$ cat config.mk
export PLATFORM = sky130hd
export DESIGN_NAME = mtkc_front
export DESIGN_NICKNAME = d
export VERILOG_FILES = /design/src/rtl/core/mtkc_pkg.sv /design/src/rtl/core/mtkc_front.sv
export SDC_FILE = /design/constraint.sdc
export NUM_CORES = 1
export LEC_CHECK = 0
export ABC_AREA = 1
export BUFFER_PORTS_ARGS = -buffer_cell sky130_fd_sc_hd__buf_4
export CORE_ASPECT_RATIO = 0.9
export CORE_MARGIN = 8
export CORE_UTILIZATION = 45
export DETAILED_ROUTE_END_ITERATION = 12
export MAX_ROUTING_LAYER = met4
export PLACE_DENSITY_LB_ADDON = 0.2
export SYNTH_ARGS = -nofsm -noshare
export SYNTH_HDL_FRONTEND = slang
export SYNTH_SLANG_ARGS = --single-unit
$ cat constraint.sdc
create_clock -name clk -period 8.05 [get_ports clk]
set_input_delay 1.61 -clock clk [delete_from_list [all_inputs] [get_ports clk]]
set_output_delay 1.61 -clock clk [all_outputs]
set_load 0.02 [all_outputs]
$ cat src/rtl/core/mtkc_pkg.sv
// Shared types, constants and tempering function for the MT19937 byte cipher.
// No dependencies.
package mtkc_pkg;

  localparam int unsigned MtN = 624;
  localparam int unsigned MtM = 397;
  localparam int unsigned IdxW = 10;
  localparam logic [31:0] MtMatrix = 32'h9908_B0DF;
  localparam logic [31:0] MtUpper = 32'h8000_0000;
  localparam logic [31:0] MtLower = 32'h7FFF_FFFF;
  localparam logic [31:0] MtInitMult = 32'd1812433253;
  localparam logic [31:0] KeyMask = 32'hA9C3_6DE1;
  localparam int unsigned KeyShift = 7;

  localparam logic [IdxW-1:0] LastIdx = IdxW'(MtN - 1);
  localparam logic [IdxW-1:0] MOff = IdxW'(MtM);
  localparam logic [IdxW-1:0] MWrap = IdxW'(MtN - MtM);

  // one classified request handed from the front to the back
  typedef struct packed {
    logic [7:0]  data;
    logic        reseed;
    logic [31:0] key;
  } cmd_t;

  function automatic logic [31:0] temper(input logic [31:0] w);
    logic [31:0] y;
    y = w ^ (w >> 11);
    y = y ^ ((y << 7) & 32'h9D2C_5680);
    y = y ^ ((y << 15) & 32'hEFC6_0000);
    y = y ^ (y >> 18);
    return y;
  endfunction

endpackage

$ cat src/rtl/core/mtkc_front.sv
// Front end: two-entry request queue that accepts and classifies input bytes.
// Depends on mtkc_pkg.
module mtkc_front import mtkc_pkg::*; (
  input  logic        clk,
  input  logic        rst_n,
  input  logic        push,
  output logic        full,
  input  logic [7:0]  in_data_byte,
  input  logic        in_first_byte,
  input  logic [31:0] in_key_seed,
  output logic        cmd_valid,
  output cmd_t        cmd,
  input  logic        cmd_take
);

  cmd_t       q_r [2];
  logic       wp_r, rp_r;
  logic [1:0] cnt_r;
  logic       do_push;

  assign full      = (cnt_r == 2'd2);
  assign cmd_valid = (cnt_r != 2'd0);
  assign cmd       = q_r[rp_r];
  assign do_push   = push && !full;

  always_ff @(posedge clk) begin
    if (!rst_n) begin
      wp_r  <= 1'b0;
      rp_r  <= 1'b0;
      cnt_r <= 2'd0;
    end else begin
      if (do_push) begin
        q_r[wp_r] <= '{data: in_data_byte, reseed: in_first_byte, key: in_key_seed};
        wp_r      <= ~wp_r;
      end
      if (cmd_take) rp_r <= ~rp_r;
      cnt_r <= cnt_r + 2'(do_push) - 2'(cmd_take);
    end
  end

endmodule

==> parameters.txt <==
Parameter                              Value

Power
  Pwr Density    224 nW/um2
  Sw power    0.243 mW
  Part of the total power dissipated in the clock network    0.274
  Total leakage power    1.70 nW
  Peak supply drop    0.000113 V
  Combinational Power Share    0.171
  Switching fraction of total power    0.253
  Internal power    0.719 mW
  Sequential group share of total power    0.555

Floorplanning
  Die Span X    108 um
  IO Count    88
  Number of placement rows    30
  DIE AREA    10600 um2
  Area of the core    7430 um2
  Initial Utilization    0.458
  Die Height    98.5 um

Timing
  Transition at the pin with the smallest max-transition slack    0.571 ns
  Final critical path time including I/O delays and setup    3.66 ns
  Worst setup skew after layout    0.0122 ns
  Setup Viol. Count Final    0
  Upper clock frequency limit    0.273 GHz
  Max-slew violation total from the final report    0
  Unrepaired setup endpoints after global routing    false
  Final hold violations    0
  Post-Route Setup TNS    0 ns
  Relative slew slack    0.619
  Final cycle utilization of the critical path    0.454

Routing
  Residual antenna-violating net count after detailed routing    0
  Initial drt markers    46
  Number of DRC violations after detailed routing    0
  Pre-Repair DR Iteration Count    4
  Routed wire per std cell    16.4 um
  Total number of vias    1633
  Ratio of routed vias to standard cells    4.57
  Aggregate routed wire length    5860 um

Clocking
  H-tree levels    3
  Num CTS Buffers    9
  CTS Root Buffer Type    clkbuf_8
  TritonCTS clock tree    yes
  Clock insertion delay at the later pin of the skew report    0.34 ns
  Number of gates given a new drive strength after cts    0
  CTS max path bufs    2
  Number of clock sinks    87
  Clk slew on worst S/H paths    0.08 ns
  Hold_buf cts    0
  Number of setup buffers added after CTS    0

Critical path
  Kind of end point of the critical path    output port
  Count of buffer and inverter cells on the critical path    2
  Critical-path top delay cell    dfxtp_2
  Ordered list of cells on the worst path    buf_4 -> mux2_4 -> buf_4
  Highest cell delay on the worst timing path    0.67 ns
  Worst setup path category    flip-flop to output port
  Critical path arrival    2.05 ns
  Cell type with the highest occurrence count on the critical path    buf_4
  Kind of cell adding the most delay to the critical path    buffers and inverters
  Startpoint types    flip-flop
  Largest fanout on the critical path    26
  Required time at the worst-slack endpoint    6.44 ns

Synthesis
  Yosys reg bits    87
  Post-Syn Instances    160
  Sequential fraction of the synthesis area    0.752
  Post-Syn Nets    207
  Post-Synthesis Cell Area    3410 um2
  Count of warnings emitted by yosys    0
  Library cells used by synthesis    15
  Mapped Avg Cell Area    21.3 um2

Global routing
  Global-route wire length before repair    9030 um
  Maximum number of pins on one net before global-route repair    27
  Number of global-route vias before repair    1800
  Global Route Usage Sum    0.115
  Initial antenna violation count    0
  Global route total overflow    0

Final layout
  Layout cells sized above 1    0.582
  Multi-input logic area    746 um2
  Area growth syn-to-layout    26.2%
  Total of fill cells in the finished design    576
  Register Area    2560 um2
  Final nets    303
  Finished layout cell area    4300 um2
  Antenna diode instance count    0
  Final cell count without fillers    357

Place
  Estimated wirelength of the detail-placed design    4140 um
  Placed Instance Area    4130 um2
  Last weighted congestion value of the routability-driven placer    0.704
  Placed instance count    341
  Count of input and output buffers    87

Status
  Run status    finished clean

Hold path
  Class of the worst hold path    flip-flop to flip-flop

Flow run
  Number of maximum-capacitance constraint violations    0
## flip-flops by register name (all words and copies together) (netlist names), named ones only
signal and cells:
cnt_r 2, q_r 82, rp_r 1, wp_r 1
## layout by cell type, fill, tap and decap left out, drive strengths merged
cell type,instances
buf,90
edfxtp,82
mux2,41
clkbuf,9
inv,7
nand2,6
nor2,6
dfxtp,5
clkinv,4
o21ai,2
or2,2
ha,2
clkinvlp,2
xnor2,1
a21oi,1
nand3,1
## synthesized netlist by cell type
cell type / instances / area, um2
o21ai_2: 2 / 17.5
mux2_4: 40 / 601
a21oi_1: 1 / 5.00
dfxtp_1: 5 / 100
nand3_1: 1 / 5.00
inv_1: 6 / 22.5
nand2_1: 6 / 22.5
mux2_2: 1 / 11.3
xnor2_1: 1 / 8.76
buf_12: 4 / 80.1
buf_6: 1 / 11.3
edfxtp_1: 82 / 2460
ha_1: 2 / 25.0
nor2_1: 6 / 22.5
or2_2: 2 / 12.5
## routing by layer
layer	GRT usage	wire [um]	up-vias
met5	-	0	-
met2	0.180	2850	58
met1	0.134	2600	773
li1	-	-	797
met4	0.0576	44	0
met3	0.0287	367	5
## power groups by stage
| stage | Sequential, mW | Clock, mW | Combinational, mW |
|---|---|---|---|
| after floorplan | 0.540 | 0 | 0.110 |
| after global placement | 0.544 | 0 | 0.166 |
| after detailed placement | 0.545 | 0 | 0.168 |
| after CTS | 0.535 | 0.270 | 0.168 |
| after global routing | 0.538 | 0.288 | 0.176 |
| final | 0.534 | 0.263 | 0.165 |
## cell type report
class | count | area share
Sequential cell | 87 | 0.596
Multi-Input combinational cell | 62 | 0.173
Timing Repair Buffer | 90 | 0.157
Clock buffer | 9 | 0.0288
Tap cell | 96 | 0.0279
Clock inverter | 7 | 0.0113
Inverter | 6 | 0.00524
## cell families after synthesis
group,share of synthesized area
XOR/XNOR,0.00257
multiplexers,0.180
buffers and inverters,0.0334
adder cells (fa/ha/maj),0.00734
AO/OA/AOI/OAI,0.00661
flip-flops,0.752
AND/OR/NAND/NOR,0.0184
## final timing paths
check,start,end,slack (ns),depth (start not counted)
min reg2reg,rp_r,rp_r,0.54,2
max reg2reg,wp_r,q_r[0][34],6.18,3
max,flip-flop,cmd[31],4.39,3
min,rp_r,rp_r,0.54,2
## tightest hold or removal path: stages, from the launching register on
cell and delay, ns:
dfxtp_1 0.34, xnor2_1 0.09, nor2_1 0.08
## stage by stage
stage | hold WS [ns] | power [mW] | utilization | worst slack (ns)
floorplan | 0.480 | 0.651 | - | 3.92
global placement | 0.523 | 0.710 | 0.555 | 4.71
detailed placement | 0.516 | 0.713 | 0.555 | 4.68
CTS | 0.538 | 0.973 | 0.579 | 4.32
global route | 0.572 | 1.00 | 0.579 | 4.26
finish | 0.542 | 0.962 | 0.579 | 4.39
(Power assumes the default switching activity.)
